`config.mk`:
```
export PLATFORM = sky130hd
export DESIGN_NAME = vlan_ipv4_source_filter
export DESIGN_NICKNAME = d
export VERILOG_FILES = /design/src/rtl/vsf_pkg.sv /design/src/rtl/vlan_ipv4_source_filter.sv /design/src/rtl/vsf_in_stage.sv /design/src/rtl/vsf_parser.sv /design/src/rtl/vsf_out_stage.sv
export SDC_FILE = /design/constraint.sdc
export NUM_CORES = 1
export LEC_CHECK = 0
export BUFFER_PORTS_ARGS = -buffer_cell sky130_fd_sc_hd__buf_2
export CAP_MARGIN = 20
export CORE_MARGIN = 1.5
export CORE_UTILIZATION = 50
export CTS_BUF_LIST = sky130_fd_sc_hd__clkbuf_8
export CTS_CLUSTER_DIAMETER = 30
export CTS_CLUSTER_SIZE = 40
export DETAILED_ROUTE_END_ITERATION = 12
export PLACE_DENSITY = 0.69
export SYNTH_ARGS = -nofsm -noshare
export SYNTH_HDL_FRONTEND = slang
export SYNTH_SLANG_ARGS = --single-unit
```
`constraint.sdc`:
```
create_clock -name clk_i -period 11.15 [get_ports clk_i]
set_clock_uncertainty 0.15 [all_clocks]
set_input_delay 0.5575 -clock clk_i [delete_from_list [all_inputs] [get_ports clk_i]]
set_output_delay 0.5575 -clock clk_i [all_outputs]
set_load 0.02 [all_outputs]
```
`src/rtl/vsf_pkg.sv`:
```
// Shared types and constants of the VLAN-aware IPv4 source address filter.
package vsf_pkg;

  localparam int QueueSlotsDef = 64;
  localparam int TagDepthDef   = 2;

  localparam int PosW   = 6;
  localparam int QueueW = 8;
  localparam int MaskW  = 64;
  localparam int AddrW  = 32;
  localparam int CfgW   = 64;

  localparam logic [15:0] ETYPE_IPV4   = 16'h0800;
  localparam logic [15:0] ETYPE_8021Q  = 16'h8100;
  localparam logic [15:0] ETYPE_8021AD = 16'h88A8;

  // Byte offsets within the frame and within the IPv4 header.
  localparam logic [PosW-1:0] FIRST_TYPE_END = 6'd13;
  localparam logic [PosW:0]   SRC_FIRST      = 7'd12;
  localparam logic [PosW:0]   SRC_LAST       = 7'd15;
  localparam logic [PosW:0]   HDR_LAST       = 7'd19;
  localparam logic [PosW-1:0] POS_MAX        = 6'd63;

  // Parse status codes.
  localparam logic [1:0] ST_UNDECIDED = 2'd0;
  localparam logic [1:0] ST_IPV4      = 2'd1;
  localparam logic [1:0] ST_REJECTED  = 2'd2;

  // Configuration register indexes.
  localparam logic CFG_TARGET = 1'b0;
  localparam logic CFG_MASK   = 1'b1;

  typedef struct packed {
    logic [7:0]        data;
    logic              last;
    logic [QueueW-1:0] queue;
  } beat_t;

  typedef struct packed {
    logic              verdict;
    logic [QueueW-1:0] queue;
  } result_t;

endpackage

```
`src/rtl/vlan_ipv4_source_filter.sv`:
```
// Top level of the VLAN-aware IPv4 source address filter.
// Usage:
// The slave stream takes one frame byte per beat: tdata is the byte, tlast marks the
// final byte and tuser carries the receive queue number. For every frame the master
// stream gives exactly one beat, when the last byte has been parsed: tuser is the
// verdict (1 redirect, 0 pass) and tdata the queue number sent with the last byte.
// The parser skips up to TAG_DEPTH VLAN tags, needs an IPv4 EtherType and a whole
// 20-byte header, and redirects when the source address matches the target register
// and the queue is below QUEUE_SLOTS with its socket mask bit set.
// Throughput is one byte per cycle while tready is high; each byte passes an input
// register and the parser logic, and a last byte's verdict then waits in the result
// register until the master side takes it.
// While a verdict waits for tready, non-last bytes keep flowing; a second last byte
// waits in the input register, and tready drops only when that register is full.
// Reset clears both registers' valid flags, the parser state and the configuration
// registers. Configuration writes are taken through cfg_we_i at any clock edge and
// should be made while no frame is in flight.
module vlan_ipv4_source_filter #(
  parameter int QUEUE_SLOTS = vsf_pkg::QueueSlotsDef,
  parameter int TAG_DEPTH   = vsf_pkg::TagDepthDef
) (
  input  logic                       clk_i,
  input  logic                       rst_ni,
  input  logic                       s_axis_tvalid_i,
  output logic                       s_axis_tready_o,
  input  logic [7:0]                 s_axis_tdata_i,   // [7:0] data_byte
  input  logic                       s_axis_tlast_i,
  input  logic [7:0]                 s_axis_tuser_i,   // [7:0] rx_queue
  output logic                       m_axis_tvalid_o,
  input  logic                       m_axis_tready_i,
  output logic [7:0]                 m_axis_tdata_o,   // [7:0] target_queue
  output logic                       m_axis_tuser_o,   // [0] verdict
  input  logic                       cfg_we_i,
  input  logic                       cfg_index_i,
  input  logic [vsf_pkg::CfgW-1:0]   cfg_data_i
);

  logic [vsf_pkg::AddrW-1:0] target_q;
  logic [vsf_pkg::MaskW-1:0] mask_q;

  vsf_pkg::beat_t   in_beat;
  vsf_pkg::beat_t   beat;
  vsf_pkg::result_t result;
  vsf_pkg::result_t out_result;
  logic             beat_valid;
  logic             out_ready;
  logic             pop;
  logic             load;

  always_ff @(posedge clk_i or negedge rst_ni) begin
    if (!rst_ni) begin
      target_q <= '0;
      mask_q   <= '0;
    end else if (cfg_we_i) begin
      case (cfg_index_i)
        vsf_pkg::CFG_TARGET: target_q <= cfg_data_i[vsf_pkg::AddrW-1:0];
        vsf_pkg::CFG_MASK:   mask_q   <= cfg_data_i[vsf_pkg::MaskW-1:0];
        default: ;
      endcase
    end
  end

  assign in_beat.data  = s_axis_tdata_i;
  assign in_beat.last  = s_axis_tlast_i;
  assign in_beat.queue = s_axis_tuser_i;

  // A held byte moves on unless it is a last byte and the result register is busy.
  assign pop  = beat_valid && (!beat.last || out_ready);
  assign load = pop && beat.last;

  vsf_in_stage u_in_stage (
    .clk_i        (clk_i),
    .rst_ni       (rst_ni),
    .in_valid_i   (s_axis_tvalid_i),
    .in_ready_o   (s_axis_tready_o),
    .in_beat_i    (in_beat),
    .beat_valid_o (beat_valid),
    .beat_o       (beat),
    .pop_i        (pop)
  );

  vsf_parser #(
    .QUEUE_SLOTS (QUEUE_SLOTS),
    .TAG_DEPTH   (TAG_DEPTH)
  ) u_parser (
    .clk_i    (clk_i),
    .rst_ni   (rst_ni),
    .pop_i    (pop),
    .beat_i   (beat),
    .target_i (target_q),
    .mask_i   (mask_q),
    .result_o (result)
  );

  vsf_out_stage u_out_stage (
    .clk_i       (clk_i),
    .rst_ni      (rst_ni),
    .load_i      (load),
    .result_i    (result),
    .ready_o     (out_ready),
    .out_valid_o (m_axis_tvalid_o),
    .out_ready_i (m_axis_tready_i),
    .result_o    (out_result)
  );

  assign m_axis_tdata_o = out_result.queue;
  assign m_axis_tuser_o = out_result.verdict;

`ifndef NO_ASSERTIONS
  // A new verdict appears only after a last byte left the input register.
  a_out_from_last: assert property (@(posedge clk_i) disable iff (!rst_ni)
    $rose(m_axis_tvalid_o) |-> $past(pop && beat.last))
    else $error("verdict beat without a last byte");

  // A redirect always refers to a queue in range.
  a_redirect_queue: assert property (@(posedge clk_i) disable iff (!rst_ni)
    (m_axis_tvalid_o && m_axis_tuser_o) |-> (m_axis_tdata_o < 8'(QUEUE_SLOTS)))
    else $error("redirect to a queue out of range");

  // A redirect needs a bound socket on its queue.
  a_redirect_mask: assert property (@(posedge clk_i) disable iff (!rst_ni)
    (m_axis_tvalid_o && m_axis_tuser_o) |-> mask_q[m_axis_tdata_o[5:0]])
    else $error("redirect to a queue without a socket");

  // A last byte never overwrites a verdict that is still waiting.
  a_no_overwrite: assert property (@(posedge clk_i) disable iff (!rst_ni)
    (m_axis_tvalid_o && !m_axis_tready_i) |-> !load)
    else $error("pending verdict overwritten");
`endif

endmodule

```
`src/rtl/vsf_in_stage.sv`:
```
// Input register stage that holds one received beat until the parser takes it.
module vsf_in_stage (
  input  logic          clk_i,
  input  logic          rst_ni,
  input  logic          in_valid_i,
  output logic          in_ready_o,
  input  vsf_pkg::beat_t in_beat_i,
  output logic          beat_valid_o,
  output vsf_pkg::beat_t beat_o,
  input  logic          pop_i
);

  logic           valid_q, valid_d;
  vsf_pkg::beat_t beat_q;
  logic           load;

  assign in_ready_o = !valid_q || pop_i;
  assign load       = in_valid_i && in_ready_o;

  always_comb begin
    valid_d = valid_q;
    if (load) begin
      valid_d = 1'b1;
    end else if (pop_i) begin
      valid_d = 1'b0;
    end
  end

  always_ff @(posedge clk_i or negedge rst_ni) begin
    if (!rst_ni) begin
      valid_q <= 1'b0;
    end else begin
      valid_q <= valid_d;
    end
  end

  always_ff @(posedge clk_i) begin
    if (load) begin
      beat_q <= in_beat_i;
    end
  end

  assign beat_valid_o = valid_q;
  assign beat_o       = beat_q;

endmodule

```
`src/rtl/vsf_parser.sv`:
```
// Per-frame header parser: tag skipping, IPv4 detection, source capture and verdict.
module vsf_parser #(
  parameter int QUEUE_SLOTS = vsf_pkg::QueueSlotsDef,
  parameter int TAG_DEPTH   = vsf_pkg::TagDepthDef
) (
  input  logic                          clk_i,
  input  logic                          rst_ni,
  input  logic                          pop_i,
  input  vsf_pkg::beat_t                beat_i,
  input  logic [vsf_pkg::AddrW-1:0]     target_i,
  input  logic [vsf_pkg::MaskW-1:0]     mask_i,
  output vsf_pkg::result_t              result_o
);

  localparam int TagW = (TAG_DEPTH > 0) ? $clog2(TAG_DEPTH + 1) : 1;
  localparam int PosW = vsf_pkg::PosW;

  logic [PosW-1:0]  pos_q, pos_d;
  logic [15:0]      proto_q, proto_d;
  logic [TagW-1:0]  tags_q, tags_d;
  logic [PosW-1:0]  hdr_q, hdr_d;
  logic [31:0]      addr_q, addr_d;
  logic [1:0]       status_q, status_d;

  logic [PosW-1:0]  type_pos;
  logic [PosW:0]    pos_x;
  logic [PosW:0]    hdr_x;
  logic             is_tag;
  logic             redirect;

  assign type_pos = vsf_pkg::FIRST_TYPE_END + PosW'({tags_q, 2'b00});
  assign pos_x    = {1'b0, pos_q};
  assign hdr_x    = {1'b0, hdr_d};
  assign is_tag   = (proto_d == vsf_pkg::ETYPE_8021Q) || (proto_d == vsf_pkg::ETYPE_8021AD);

  always_comb begin
    proto_d  = proto_q;
    tags_d   = tags_q;
    hdr_d    = hdr_q;
    addr_d   = addr_q;
    status_d = status_q;
    case (status_q)
      vsf_pkg::ST_UNDECIDED: begin
        proto_d = {proto_q[7:0], beat_i.data};
        if (pos_q == type_pos) begin
          if (is_tag && (tags_q < TagW'(TAG_DEPTH))) begin
            tags_d = tags_q + 1'b1;
          end else if (proto_d == vsf_pkg::ETYPE_IPV4) begin
            hdr_d    = pos_q + 1'b1;
            status_d = vsf_pkg::ST_IPV4;
          end else begin
            status_d = vsf_pkg::ST_REJECTED;
          end
        end
      end
      vsf_pkg::ST_IPV4: begin
        if ((pos_x >= {1'b0, hdr_q} + vsf_pkg::SRC_FIRST) &&
            (pos_x <= {1'b0, hdr_q} + vsf_pkg::SRC_LAST)) begin
          addr_d = {addr_q[23:0], beat_i.data};
        end
      end
      default: ;
    endcase
  end

  // The verdict looks at the state as it stands after this byte.
  always_comb begin
    redirect = 1'b0;
    if ((status_d == vsf_pkg::ST_IPV4) && (pos_x >= hdr_x + vsf_pkg::HDR_LAST) &&
        (addr_d == target_i) && (beat_i.queue < vsf_pkg::QueueW'(QUEUE_SLOTS))) begin
      redirect = mask_i[beat_i.queue[5:0]];
    end
  end

  assign result_o.verdict = redirect;
  assign result_o.queue   = beat_i.queue;

  always_comb begin
    pos_d = pos_q;
    if (pos_q < vsf_pkg::POS_MAX) begin
      pos_d = pos_q + 1'b1;
    end
  end

  always_ff @(posedge clk_i or negedge rst_ni) begin
    if (!rst_ni) begin
      pos_q    <= '0;
      proto_q  <= '0;
      tags_q   <= '0;
      hdr_q    <= '0;
      addr_q   <= '0;
      status_q <= vsf_pkg::ST_UNDECIDED;
    end else if (pop_i) begin
      if (beat_i.last) begin
        pos_q    <= '0;
        proto_q  <= '0;
        tags_q   <= '0;
        hdr_q    <= '0;
        addr_q   <= '0;
        status_q <= vsf_pkg::ST_UNDECIDED;
      end else begin
        pos_q    <= pos_d;
        proto_q  <= proto_d;
        tags_q   <= tags_d;
        hdr_q    <= hdr_d;
        addr_q   <= addr_d;
        status_q <= status_d;
      end
    end
  end

endmodule

```
`src/rtl/vsf_out_stage.sv`:
```
// Result register that holds one verdict until the receiver takes it.
module vsf_out_stage (
  input  logic             clk_i,
  input  logic             rst_ni,
  input  logic             load_i,
  input  vsf_pkg::result_t result_i,
  output logic             ready_o,
  output logic             out_valid_o,
  input  logic             out_ready_i,
  output vsf_pkg::result_t result_o
);

  logic             valid_q;
  vsf_pkg::result_t result_q;

  assign ready_o = !valid_q || out_ready_i;

  always_ff @(posedge clk_i or negedge rst_ni) begin
    if (!rst_ni) begin
      valid_q <= 1'b0;
    end else if (load_i) begin
      valid_q <= 1'b1;
    end else if (out_ready_i) begin
      valid_q <= 1'b0;
    end
  end

  always_ff @(posedge clk_i) begin
    if (load_i) begin
      result_q <= result_i;
    end
  end

  assign out_valid_o = valid_q;
  assign result_o    = result_q;

endmodule

```
==> results of run 1 <==
-- layer usage --
layer / GRT usage (%) / share of wire (%) / vias to the layer above
met5: 0 / 0 / -
met1: 34.2 / 44 / 3377
met3: 5.13 / 5.6 / 44
met4: 7.15 / 2.1 / 0
met2: 39.2 / 48 / 225
li1: - / - / 3032
-- report_power, final --
| group | internal, mW | total [mW] | leakage (nW) | switching (mW) |
|---|---|---|---|---|
| Clock | 0.208 | 0.473 | 0.206 | 0.265 |
| Sequential | 0.777 | 0.864 | 2.27 | 0.0866 |
| Combinational | 0.149 | 0.286 | 1.97 | 0.137 |
-- metrics by stage --
| stage | utilization [%] | setup WS, ps | cell area, sq um | total power [mW] |
|---|---|---|---|---|
| after floorplan | - | 7330 | 9370 | 1.05 |
| after global placement | 55.4 | 6980 | 10100 | 1.15 |
| after detailed placement | 55.4 | 6900 | 10100 | 1.16 |
| after CTS | 57.8 | 6850 | 10500 | 1.63 |
| after global routing | 57.9 | 6440 | 10500 | 1.70 |
| final | 57.9 | 6850 | 10500 | 1.62 |
-- worst paths after layout --
path,start,end,slack [ps],cells past startpoint
worst max-delay path,u_parser.tags_q[0],u_out_stage.result_o[8],6850,14
worst min-delay path,s_axis_tlast_i,u_in_stage.beat_o[8],110,1
worst max register to register,u_parser.tags_q[0],u_out_stage.result_o[8],6850,14
worst min register to register,u_in_stage.beat_o[0],u_out_stage.result_o[0],340,0
max in group asynchronous,rst_ni,u_parser.addr_q[21],9170,4
min in group asynchronous,rst_ni,u_parser.proto_q[13],520,2
-- layout make-up --
type / count / area share [%]
inverters: 33 / 1.18
flip-flops and latches: 188 / 46.0
multi-input cells: 510 / 40.5
clock buffers: 17 / 2.23
repair buffers: 108 / 5.68
clock inverters: 15 / 1.69
well taps: 229 / 2.73
-- cells by family after synthesis --
group | Yosys count | synth area share, %
adder cells (fa/ha/maj) | 24 | 3.21
flip-flops | 188 | 51.6
AO/OA/AOI/OAI | 157 | 11.8
XOR/XNOR | 59 | 5.52
AND/OR/NAND/NOR | 148 | 8.43
multiplexers | 122 | 16.5
buffers and inverters | 71 | 3.00
-- layout by cell type (no fill, tap or decap), drive strengths merged, types with 6 or more instances in the layout --
cell type  Yosys  routed
nand2b         7       7
a21o           6       6
clkbuf        31      17
nor3           8       8
nor4          12      12
mux2i         11      11
o31ai          7       7
o21ai         33      33
buf            7     107
nand3         16      16
edfxtp        26      26
nor2          15      15
a22oi         31      31
ha            24      24
inv           33      41
xnor2         43      43
nand2         46      46
o22ai         23      23
a21oi          8       8
mux2          95      95
a22o          18      18
dfrtp        162     162
xor2          16      16
mux4          16      16
nand4         15      15
nor2b          9       9
-- cells in the mapped netlist, types with 7 or more instances --
cell,count,area [sq um]
sky130_fd_sc_hd__a22oi_1,31,233
sky130_fd_sc_hd__edfxtp_1,26,781
sky130_fd_sc_hd__nor2_1,15,56.3
sky130_fd_sc_hd__nor4_1,11,68.8
sky130_fd_sc_hd__xnor2_1,43,377
sky130_fd_sc_hd__nor3_1,8,40.0
sky130_fd_sc_hd__mux4_2,16,360
sky130_fd_sc_hd__clkbuf_1,31,116
sky130_fd_sc_hd__xor2_1,16,140
sky130_fd_sc_hd__o22ai_1,23,144
sky130_fd_sc_hd__dfrtp_1,162,4050
sky130_fd_sc_hd__inv_1,33,124
sky130_fd_sc_hd__nand4_1,14,87.6
sky130_fd_sc_hd__o21ai_0,31,155
sky130_fd_sc_hd__nand3_1,16,80.1
sky130_fd_sc_hd__nor2b_1,9,56.3
sky130_fd_sc_hd__mux2i_1,11,110
sky130_fd_sc_hd__nand2_1,46,173
sky130_fd_sc_hd__o31ai_1,7,52.6
sky130_fd_sc_hd__nand2b_1,7,43.8
sky130_fd_sc_hd__a22o_1,18,158
sky130_fd_sc_hd__mux2_2,94,1060
sky130_fd_sc_hd__a21oi_1,7,35.0
sky130_fd_sc_hd__ha_1,24,300
-- state kept, by name, summed over array words and instances, names as in the netlist --
name                     cells
u_in_stage.beat_valid_o      1
u_parser.hdr_q               6
target_q                    32
u_parser.status_q            2
u_parser.tags_q              2
u_out_stage.result_o         9
u_parser.pos_q               6
u_parser.addr_q             32
u_out_stage.out_valid_o      1
u_parser.proto_q            16
mask_q                      64
u_in_stage.beat_o           17
-- worst reg2reg max path: cells and delay by family, from the launching register on --
kind	cells	cell delay, ps
adder cells (fa/ha/maj)	3	890
AO/OA/AOI/OAI	2	180
buffers and inverters	1	60
XOR/XNOR	2	280
AND/OR/NAND/NOR	4	1350
multiplexers	2	730
flip-flops	1	420
==> run summary, run 1 <==
The mean cell area of the mapped netlist is ~12 sq um. The initial antenna violation count came out at 0. The worst setup path is captured at a register. Pin placement for this block handled 98 I/O pins. TritonCTS built the clock tree. The clock transition time at the flip-flop clock pins of the worst setup and hold paths came out at 110 ps. Setup violations remaining at the end of the flow were counted as 0. The fill cell instance count of the final layout is 1500.

The worst-case hold slack is between 100 and 150 ps. The largest stage delay on the critical path came out at 740 ps. The placeable core region is 18100 sq um. The cell count after synthesis came out at 769. The final HPWL from detailed placement is roughly 17 mm. The highest fanout seen on the critical path is 9.

At the worst endpoint, the required time is 11260 ps. The die outline height came out at between 100 and 150 um. The main flop type after synthesis is sky130_fd_sc_hd__dfrtp_1.

In the final layout, flip-flops and latches occupy 4830 sq um. For this run, the total global-route usage over all layers was measured as 24.6%. The horizontal extent of the die came out at 140 um. The arrival time at the worst endpoint is 4400 ps. The DRC violation count after routing came out at 3. The maximum clock frequency came out at about 0.23 GHz. The summed negative setup slack over all endpoints is 0 ps. Dividing the final minimum period by the clock period gives 38.5%. The hold violation total from the final report is 0. The cell repeated most along the worst path is sky130_fd_sc_hd__ha_1. The total CTS buffers came out at 17. The total overflow left after global routing is 0.

The post-CTS setup repair buffer count is 0. Of the cells placed in the final design, the portion with a size suffix greater than 1 is 29.2%. The worst setup path is launched from a register. The post-route minimum period is approximately 4300 ps.

The average via count per standard cell is 6.07. The worst-case IR drop observed on VDD is between 100 and 150 uV. After synthesis the cells add up to 9370 sq um.

Setup repair after global routing left no endpoint under its margin. Port buffering added between 90 and 100 buffers. The post-route antenna net violation count is 0. The hold buffer count at CTS came out at 1.

Summing all multi-input logic gate instances after layout gives 4260 sq um. The non-filler instance count after layout is 1100. The flow ran to the end, but the final reports show violations. The clock latency of the later-clocked register in the worst-skew pair is 470 ps. Clock tree synthesis selected as its root buffer the cell sky130_fd_sc_hd__clkbuf_8. The setup path with the least slack is of type register to register. The antenna diode count is 0. The number of maximum-capacitance constraint violations came out at 0. The number of H-tree levels came out at 4. Once the clock tree was built, the resizer swapped 0 gates to a different size. The slowest stage of the critical path belongs to the cell sky130_fd_sc_hd__nor4_4. The maximum buffer depth of the clock tree is 2. The number of synthesized flops with an enable pin is 26. The final reports fail on DRC. The remaining max-slew budget at the tightest pin came out at 25.7%. The critical path goes through inv_1 > ha_1 > xor2_1 > nand4_2 > nor4_4 > mux2i_1 > ha_1 > a21oi_1 > mux2i_1 > xor2_1 > ha_1 > a211o_1 > nand4b_1 > nor4b_1. The congestion estimate from routability-driven global placement came to 0.909. The placement row count came out at roughly 50. The max-slew violation total from the final report is 0. The first global-routing pass estimated ~37 mm of wire.

Including well taps, the total number of placed cells is 1066. The clock net in this run drives a total of 188 sinks. The area added between synthesis and finish is 12.2%. The die covers 19600 sq um.

For this block, the routed nets add up to 22.9 mm of wire. The slew at the pin closest to its max-slew limit came out at 1110 ps. The via count is 6678.

The share of flip-flops with an asynchronous set or reset is 86.2%. In this run, synthesis produced a sequential element count of 188. For this design the ratio of total power to cell area is around 150 nW/um^2. Entering global routing, the biggest net connects 88 pins. Together, buffers and inverters on the worst path number 1. During synthesis, Yosys emitted a total of 0 warnings.

The initial core utilization is 51.6%. In this run, the number of DRC markers left after iteration 0 of detailed routing was 481. The worst hold path class is input port to register. The number of search-and-repair iterations in the first detailed-routing pass came out at 9. The synthesized netlist net count is 880. The final routed wire length divided by cell count came out at 20.8 um. The net count of the finished layout came out at 969.

Of the synthesized area, sequential elements account for 51.6%. Counting distinct cell types in the post-synthesis netlist gives 60. The number of global-route vias before repair is 6858.

The leakage dissipation came out at ~4.4 nW. Broken down by cell family, the worst path's largest delay share belongs to simple AND/OR/NAND/NOR gates.
Note: power is estimated with default switching activity, not from simulation.
==> inputs of run 2 (changes only) <==
--- a/config.mk
+++ b/config.mk
@@ -5,6 +5,7 @@
 export SDC_FILE = /design/constraint.sdc
 export NUM_CORES = 1
 export LEC_CHECK = 0
+export ABC_AREA = 1
 export BUFFER_PORTS_ARGS = -buffer_cell sky130_fd_sc_hd__buf_2
 export CAP_MARGIN = 20
 export CORE_MARGIN = 1.5
@@ -13,7 +14,7 @@
 export CTS_CLUSTER_DIAMETER = 30
 export CTS_CLUSTER_SIZE = 40
 export DETAILED_ROUTE_END_ITERATION = 12
-export PLACE_DENSITY = 0.69
+export PLACE_DENSITY = 0.72
 export SYNTH_ARGS = -nofsm -noshare
 export SYNTH_HDL_FRONTEND = slang
 export SYNTH_SLANG_ARGS = --single-unit
==> constraint.sdc (replaced) <==
create_clock -name clk_i -period 3.95 [get_ports clk_i]
set_clock_uncertainty 0.15 [all_clocks]
set_input_delay 0.1975 -clock clk_i [delete_from_list [all_inputs] [get_ports clk_i]]
set_output_delay 0.1975 -clock clk_i [all_outputs]
set_load 0.02 [all_outputs]
==> run 2 against run 1 <==
The run now ends clean. Clock power increased to 3.0 times the previous value. Hold slack gained 97 ps. Synthesized area is 4.4% higher. Critical endpoint unchanged. Cell area rose by 13%. Wire length up 11%. Global-route usage rose by 1.5 points. Via count increased by 32%. Sequential power grew to 2.6 times the previous value. Non-clock buffer count rose by 98. Sequential cell count did not move. First-iteration DRC count rose by 32%. Clock-buffer cell count up 1.
==> run summary, run 2 <==
The placeable core region is 19000 sq um (was 18100 sq um). The register with the most flip-flops is mask_q (unchanged). The post-route antenna net violation count came out at 0 (unchanged). The mean cell area of the mapped netlist came out at 8.12 sq um (was 12.2 sq um).

The least setup slack across all paths after layout came out at 268 ps (was 6850 ps). The area of all placed cells without fillers was 11900 sq um (was 10500 sq um). The maximum number of pins on one net before global-route repair came to 97 (was 88). The final routed wire length divided by cell count was 15.4 um (was 20.8 um). The clock transition time at the flip-flop clock pins of the worst setup and hold paths was 100 ps (was 110 ps). The placement-stage cell area is 10600 sq um (was 10100 sq um). The via count is 8826 (was 6678). The main flop type after synthesis is sky130_fd_sc_hd__dfrtp_1 (unchanged).

The worst-case reg-to-reg path depth is 25 (was 14). The type of the worst setup path is register to register (unchanged). The DRC violation total after the first TritonRoute iteration came to 637 (was 481). The final HPWL from detailed placement is 16.7 mm (was 16.6 mm). The leakage dissipation came out at 5.85 nW (was 4.45 nW). RSZ-0062 raised after global routing: yes (was no). The total congestion overflow is 0 (unchanged). The cell type with the largest total area after synthesis is sky130_fd_sc_hd__dfrtp_1 (unchanged). The CTS root buffer is sky130_fd_sc_hd__clkbuf_8 (unchanged). The DRC violation count after routing came to 0 (was 3). The global placer's final weighted congestion is 0.892 (was 0.909). The setup slack of the most critical reg-to-reg path is 270 ps (was 6850 ps). The post-route minimum period is 3680 ps (was 4300 ps). The final setup violation count came out at 0 (unchanged). The remaining max-slew budget at the tightest pin came out at 34.9% (was 25.7%).

The endpoint of the most critical register-to-register path is u_out_stage.result_o[8] (unchanged). The number of synthesized register bits came out at 188 (unchanged). The number of buffers added on ports is 97 (unchanged).

The clock latency of the later-clocked register in the worst-skew pair is 480 ps (was 470 ps). The arrival time at the worst endpoint came to 3870 ps (was 4400 ps). The netlist area before placement is 9780 sq um (was 9370 sq um).

The type of element launching the critical path is a register (unchanged). The highest fanout seen on the critical path was 7 (was 9). The die outline height is 143 um (was 140 um). The worst hold path class is input port to asynchronous set/reset pin (was input port to register).

The average via count per standard cell came to 5.35 (was 6.07). Most frequent cells in the layout: sky130_fd_sc_hd__nand2_1 (363), sky130_fd_sc_hd__dfrtp_1 (162), sky130_fd_sc_hd__inv_1 (141) (was sky130_fd_sc_hd__dfrtp_1 (162), sky130_fd_sc_hd__buf_2 (96), sky130_fd_sc_hd__mux2_2 (94)). The number of global-route vias before repair is 8411 (was 6858). The number of placed I/O pins is 98 (unchanged). The number of H-tree levels came out at 4 (unchanged). The initial core utilization is 51.6% (about the same). The worst IR drop on VDD is 208 uV (was 109 uV).

The proportion of netlist area held by the largest area contributor is 41.5% (was 43.3%). The kind of end point of the critical path is a register (unchanged). The most common cell after layout, fill and taps aside is sky130_fd_sc_hd__nand2_1 (was sky130_fd_sc_hd__dfrtp_1). The most used standard cell by instance count after synthesis was sky130_fd_sc_hd__nand2_1 (was sky130_fd_sc_hd__dfrtp_1). The hold violation total from the final report came out at 0 (unchanged). Synth cell count leaders: sky130_fd_sc_hd__nand2_1 (365), sky130_fd_sc_hd__dfrtp_1 (162), sky130_fd_sc_hd__inv_1 (142), sky130_fd_sc_hd__nand3_1 (127), sky130_fd_sc_hd__o21ai_0 (111) (was sky130_fd_sc_hd__dfrtp_1 (162), sky130_fd_sc_hd__mux2_2 (94), sky130_fd_sc_hd__nand2_1 (46), sky130_fd_sc_hd__xnor2_1 (43), sky130_fd_sc_hd__inv_1 (33)). The non-filler instance count after layout came out at 1649 (was 1100). The overall track demand over capacity in global routing came out at 26.1% (was 24.6%).

The maximum clock frequency is 0.272 GHz (was 0.233 GHz). The clock tree from TritonCTS was built (unchanged). The placement row count came out at 50 (was 49). The total clock sinks is 188 (unchanged). The total detailed-routing wirelength is 25.5 mm (was 22.9 mm). The cell with the biggest individual delay on the critical path is sky130_fd_sc_hd__dfrtp_1 (was sky130_fd_sc_hd__nor4_4). The number of synthesized flops with an enable pin came out at 26 (unchanged).

The total power came to 4.44 mW (was 1.62 mW). The sequential share of the synthesized area is 49.4% (was 51.6%). Biggest registers after layout: mask_q: 64 flops, target_q: 32 flops, u_parser.addr_q: 32 flops (unchanged). The number of library cell types mapped by synthesis is 32 (was 60). The power per unit of standard cell area came to 372 nW/um^2 (was 154 nW/um^2). The area enclosed by the die boundary is 20400 sq um (was 19600 sq um).

The max-slew violation total from the final report is 0 (unchanged). The number of search-and-repair iterations in the first detailed-routing pass came to 5 (was 9). The total CTS buffers came to 17 (unchanged). The instance count of the mapped netlist came out at 1204 (was 769).

The horizontal extent of the die came out at 143 um (was 140 um). The largest stage delay on the critical path is 380 ps (was 740 ps). The period utilization came to 93.2% (was 38.5%). The number of maximum-capacitance constraint violations is 0 (unchanged). The share of final-layout standard cells stronger than drive strength 1 came out at 14.7% (was 29.2%).

The area added between synthesis and finish came to 21.9% (was 12.2%). The maximum buffer depth of the clock tree came out at 2 (unchanged). The worst slack at placement is 1.81 ps (was 6900 ps).

The critical path data required time is 4130 ps (was 11260 ps). The source of the worst register-to-register timing path is u_parser.tags_q[0] (unchanged). Outcome: finished clean (was finished, violations left). Area contributors post-synth: sky130_fd_sc_hd__dfrtp_1 (41%), sky130_fd_sc_hd__nand2_1 (14%), sky130_fd_sc_hd__edfxtp_1 (8.0%) (was sky130_fd_sc_hd__dfrtp_1 (43%), sky130_fd_sc_hd__mux2_2 (11%), sky130_fd_sc_hd__edfxtp_1 (8.3%)). The slew at the pin closest to its max-slew limit came to 973 ps (was 1110 ps). The antenna diode count is 0 (unchanged).

The synthesized netlist net count was 1315 (was 880). The initial antenna violation count came to 0 (unchanged). The share of flip-flops with an asynchronous set or reset was 86.2% (unchanged). The net count of the finished layout is 1487 (was 969).

The number of cells after detailed placement is 1529 (was 1066). The flip-flop count of the largest register, all copies and words added is 64 (unchanged). The number of warnings issued by yosys is 0 (unchanged). The wire length of the first global-routing pass is 41.4 mm (was 37.3 mm).
[run 2: metal layers]
metal	GRT usage (%)	up-vias	routed length, um
li1	-	4277	-
met1	35.4	4214	11400
met2	42.9	286	12300
met3	3.59	49	1160
met4	9.33	0	604
met5	0	-	0
[run 2: how the worst max path moves through the flow]
stage                       start                 endpoint  slack, ps  cells after the start
5_1_grt        u_parser.tags_q[0]  u_out_stage.result_o[8]        -40                     25
6_report       u_parser.tags_q[0]  u_out_stage.result_o[8]        270                     25
2_1_floorplan  u_parser.tags_q[0]  u_out_stage.result_o[8]        410                     25
3_3_place_gp   u_parser.tags_q[0]  u_out_stage.result_o[8]        200                     25
4_1_cts        u_parser.tags_q[0]  u_out_stage.result_o[8]         70                     25
3_5_place_dp   u_parser.tags_q[0]  u_out_stage.result_o[8]          2                     25
[run 2: kinds of logic (layout without fill, tap and decap cells)]
logic type,after synthesis,count (layout),share of synthesized area (%)
XOR/XNOR,15,15,1.34
multiplexers,32,32,3.68
flip-flops,188,188,49.4
adder cells (fa/ha/maj),24,24,3.07
AO/OA/AOI/OAI,182,182,10.2
buffers and inverters,198,383,7.96
AND/OR/NAND/NOR,565,565,24.3
[run 2: cell type report]
type	instances	area, sq um
Clock buffer	18	248
Clock inverter	14	189
Fill cell	1575	7040
Inverter	145	544
Multi-Input combinational cell	818	4230
Sequential cell	188	4830
Tap cell	260	325
Timing Repair Buffer	206	1550
[run 2: power breakdown]
part           switching (mW)  internal, mW  leakage (nW)  total [mW]
clock network           0.742         0.661         0.221        1.40
logic                   0.432         0.326          3.31       0.758
registers               0.128          2.15          2.32        2.27
total                    1.30          3.13          5.85        4.44
[run 2: repair_timing]
action                                  CTS  global route
endpoints found under the setup margin    1             1
hold buffers                             86             0
pin swaps                                 0             9
setup buffers                             0             2
hold endpoints to repair                199             0
gates resized for setup                   1            16
[run 2: critical path, delay by kind of cell, from the launching register on]
kind                       cells  cell delay [ps]
adders and majority gates      3              760
and+or+nand+nor               13             1370
AOI/OAI and AO/OA              5              510
DFF                            1              380
xor gates and xnor gates       1              150
buffers and inverters          3              210
[run 2: stage by stage]
step | hold slack (ps) | setup TNS [ps] | utilization [%]
floorplan | -248 | 0 | -
global placement | 166 | 0 | 55.7
CTS | 243 | 0 | 62.5
detailed placement | 172 | 0 | 55.7
finish | 210 | 0 | 62.9
global route | 271 | -43.5 | 62.9
==> inputs of run 3 (changes only) <==
--- a/config.mk
+++ b/config.mk
@@ -8,13 +8,15 @@
 export ABC_AREA = 1
 export BUFFER_PORTS_ARGS = -buffer_cell sky130_fd_sc_hd__buf_2
 export CAP_MARGIN = 20
+export CELL_PAD_IN_SITES_DETAIL_PLACEMENT = 0
+export CELL_PAD_IN_SITES_GLOBAL_PLACEMENT = 2
 export CORE_MARGIN = 1.5
-export CORE_UTILIZATION = 50
+export CORE_UTILIZATION = 33
 export CTS_BUF_LIST = sky130_fd_sc_hd__clkbuf_8
 export CTS_CLUSTER_DIAMETER = 30
 export CTS_CLUSTER_SIZE = 40
 export DETAILED_ROUTE_END_ITERATION = 12
-export PLACE_DENSITY = 0.72
+export PLACE_DENSITY_LB_ADDON = 0.1
 export SYNTH_ARGS = -nofsm -noshare
 export SYNTH_HDL_FRONTEND = slang
 export SYNTH_SLANG_ARGS = --single-unit
==> run 3 against run 2 <==
The run now ends with hold timing left. Register-to-register slack lost 30 ps. Sequential share of layout area shrank 0.71 points. Cell area grew 1.8%. Critical path depth is the same. Hold slack lost 210 ps. Utilization shrank 21 points.
==> run summary, run 3 (synthesis gave the netlist of run 2 again) <==
The total congestion overflow came out at 0 (unchanged). The arrival time at the worst endpoint was 3900 ps (was 3870 ps). The maximum number of pins on one net before global-route repair is 97 (unchanged). The worst hold path class is input port to register (was input port to asynchronous set/reset pin).

The number of global-route vias before repair was 8321 (was 8411). Most frequent cells in the layout: sky130_fd_sc_hd__nand2_1 (363), sky130_fd_sc_hd__dfrtp_1 (162), sky130_fd_sc_hd__inv_1 (139) (was sky130_fd_sc_hd__nand2_1 (363), sky130_fd_sc_hd__dfrtp_1 (162), sky130_fd_sc_hd__inv_1 (141)). The worst-case hold slack came to -4.10 ps (was 210 ps). The max-slew violation total from the final report came out at 0 (unchanged). The post-route antenna net violation count is 0 (unchanged). The summed negative setup slack over all endpoints came out at 0 ps (unchanged).

The checks that failed: hold timing. The initial antenna violation count came out at 0 (unchanged). The placeable core region is 28900 sq um (was 19000 sq um). The leakage dissipation was 5.88 nW (was 5.85 nW). The number of stages on the worst hold path is 5.

The slew at the pin closest to its max-slew limit is 996 ps (was 973 ps). The critical path data required time was 4140 ps (was 4130 ps). The number of maximum-capacitance constraint violations is 0 (unchanged).

The total detailed-routing wirelength came out at 29.2 mm (was 25.5 mm). Biggest registers after layout: mask_q: 64 flops, target_q: 32 flops, u_parser.addr_q: 32 flops (unchanged). The flip-flop count of the largest register, all copies and words added came to 64 (unchanged). The average via count per standard cell came out at 4.75 (was 5.35). Outcome: finished, violations left (was finished clean). The post-route minimum period came out at 3710 ps (was 3680 ps). The power per unit of standard cell area is 357 nW/um^2 (was 372 nW/um^2). The worst-case reg-to-reg path depth came out at 25 (unchanged). The net count of the finished layout is 1497 (was 1487). The number of search-and-repair iterations in the first detailed-routing pass is 5 (unchanged). The kind of end point of the critical path is a register (unchanged). The clock latency of the later-clocked register in the worst-skew pair is 490 ps (was 480 ps). The period utilization came out at 93.9% (was 93.2%). The highest fanout seen on the critical path is 5 (was 7). The placement row count is 62 (was 50). The fill cell instance count of the final layout is 2984 (was 1575). The number of H-tree levels was 4 (unchanged). The final HPWL from detailed placement came out at 20.3 mm (was 16.7 mm).

The initial core utilization is 33.8% (was 51.6%). The horizontal extent of the die is 175 um (was 143 um). The area enclosed by the die boundary is 30700 sq um (was 20400 sq um). The remaining max-slew budget at the tightest pin came out at 33.6% (was 34.9%). The total power came out at 4.33 mW (was 4.44 mW). The antenna diode count came out at 0 (unchanged).

The CTS root buffer is sky130_fd_sc_hd__clkbuf_8 (unchanged). The DRC violation total after the first TritonRoute iteration is 479 (was 637). The share of final-layout standard cells stronger than drive strength 1 came out at 15.4% (was 14.7%). The final setup violation count is 0 (unchanged). The overall track demand over capacity in global routing came to 19.6% (was 26.1%). RSZ-0062 raised after global routing: yes (unchanged).

The global placer's final weighted congestion is 0.766 (was 0.892). The wire length of the first global-routing pass came out at 46.1 mm (was 41.4 mm). The via count was 8470 (was 8826). The number of placed I/O pins came to 98 (unchanged). The area added between synthesis and finish is 24.1% (was 21.9%).

The setup slack of the most critical reg-to-reg path was 240 ps (was 270 ps). The most common cell after layout, fill and taps aside is sky130_fd_sc_hd__nand2_1 (unchanged). The final routed wire length divided by cell count is 16.4 um (was 15.4 um). The worst IR drop on VDD came out at 173 uV (was 208 uV). The type of the worst setup path is register to register (unchanged). The register with the most flip-flops is mask_q (unchanged).

The total CTS buffers is 17 (unchanged). The maximum buffer depth of the clock tree was 2 (unchanged). The DRC violation count after routing is 0 (unchanged). The number of buffers added on ports came out at 97 (unchanged).

The total clock sinks is 188 (unchanged). The clock tree from TritonCTS was built (unchanged). The maximum clock frequency came out at 0.270 GHz (was 0.272 GHz). The die outline height is 175 um (was 143 um). The share of the core filled with cells in the final layout is 41.9% (was 62.9%). The clock transition time at the flip-flop clock pins of the worst setup and hold paths is 120 ps (was 100 ps). The type of element launching the critical path is a register (unchanged). The hold violation total from the final report is 1 (was 0).
## run 3: cell count changes in the layout (fill, tap and decap cells not counted), moves of 2 or more
cell | previous run | this run
sky130_fd_sc_hd__bufinv_16 | 3 | 0
sky130_fd_sc_hd__buf_4 | 21 | 29
sky130_fd_sc_hd__clkinv_4 | 1 | 3
sky130_fd_sc_hd__a21oi_2 | 3 | 1
sky130_fd_sc_hd__dlygate4sd3_1 | 86 | 88
sky130_fd_sc_hd__inv_8 | 3 | 5
sky130_fd_sc_hd__a21oi_4 | 0 | 2
sky130_fd_sc_hd__inv_1 | 141 | 139
## run 3: final timing paths
path	start	end
max in group asynchronous	rst_ni	mask_q[24]
worst max-delay path	u_parser.tags_q[0]	u_out_stage.result_o[8]
worst max register to register	u_parser.tags_q[0]	u_out_stage.result_o[8]
worst min-delay path	cfg_index_i	target_q[7]
worst min register to register	u_in_stage.beat_o[7]	u_out_stage.result_o[7]
min in group asynchronous	rst_ni	u_parser.pos_q[0]
## run 3: where the power goes
part / switching [mW] / internal, mW
sequential: 0.120 / 2.15
clock: 0.802 / 0.461
combinational: 0.457 / 0.339
total: 1.38 / 2.95
## run 3: stage by stage
stage	area (sq um)	std cells	setup slack, ps
2_1_floorplan	9780	1204	411
4_1_cts	12000	1778	57.9
6_report	12100	1783	243
3_5_place_dp	10800	1660	41.8
3_3_place_gp	10800	1660	140
5_1_grt	12100	1783	-74.3
## run 3: cell type report
class | count | area (sq um) | share of cell area [%]
Tap cell | 384 | 480 | 3.96
Multi-Input combinational cell | 818 | 4280 | 35.2
Clock buffer | 17 | 234 | 1.93
Timing Repair Buffer | 216 | 1630 | 13.4
Sequential cell | 188 | 4830 | 39.9
Clock inverter | 15 | 133 | 1.09
Inverter | 145 | 544 | 4.49
## run 3: worst max-delay path: stages (launching register included)
cell	delay [ps]
sky130_fd_sc_hd__dfrtp_1	390
sky130_fd_sc_hd__inv_2	70
sky130_fd_sc_hd__ha_4	270
sky130_fd_sc_hd__o21ai_2	50
sky130_fd_sc_hd__nor3_2	170
sky130_fd_sc_hd__nand2_1	90
sky130_fd_sc_hd__inv_2	90
sky130_fd_sc_hd__nand3_4	150
sky130_fd_sc_hd__nor2_4	160
sky130_fd_sc_hd__a21oi_4	50
sky130_fd_sc_hd__ha_4	170
sky130_fd_sc_hd__inv_2	40
sky130_fd_sc_hd__nand3_2	90
sky130_fd_sc_hd__or2_4	260
sky130_fd_sc_hd__xor2_2	150
sky130_fd_sc_hd__ha_1	300
sky130_fd_sc_hd__nand3_1	70
sky130_fd_sc_hd__a21boi_1	170
sky130_fd_sc_hd__o21ai_1	70
sky130_fd_sc_hd__a21oi_1	130
sky130_fd_sc_hd__nand2_1	60
sky130_fd_sc_hd__nor2_1	90
sky130_fd_sc_hd__nand2_1	50
sky130_fd_sc_hd__nor2_1	100
sky130_fd_sc_hd__nand3_1	70
sky130_fd_sc_hd__nor2_1	100
## run 3: metal layers
metal	GRT usage [%]	part of all wire (%)	up-vias
li1	-	-	4296
met2	31.3	46	117
met1	28.0	50	4038
met3	3.09	2.5	19
met4	3.88	1.1	0
met5	0	0	-
## run 3: what timing repair did
action	in CTS	in global routing
buffers inserted	0	2
pin swaps	0	10
gates cloned	0	0
hold buffers	86	2
gates resized for setup	1	23
endpoints found under the hold margin	197	1
endpoints found under the setup margin	1	1
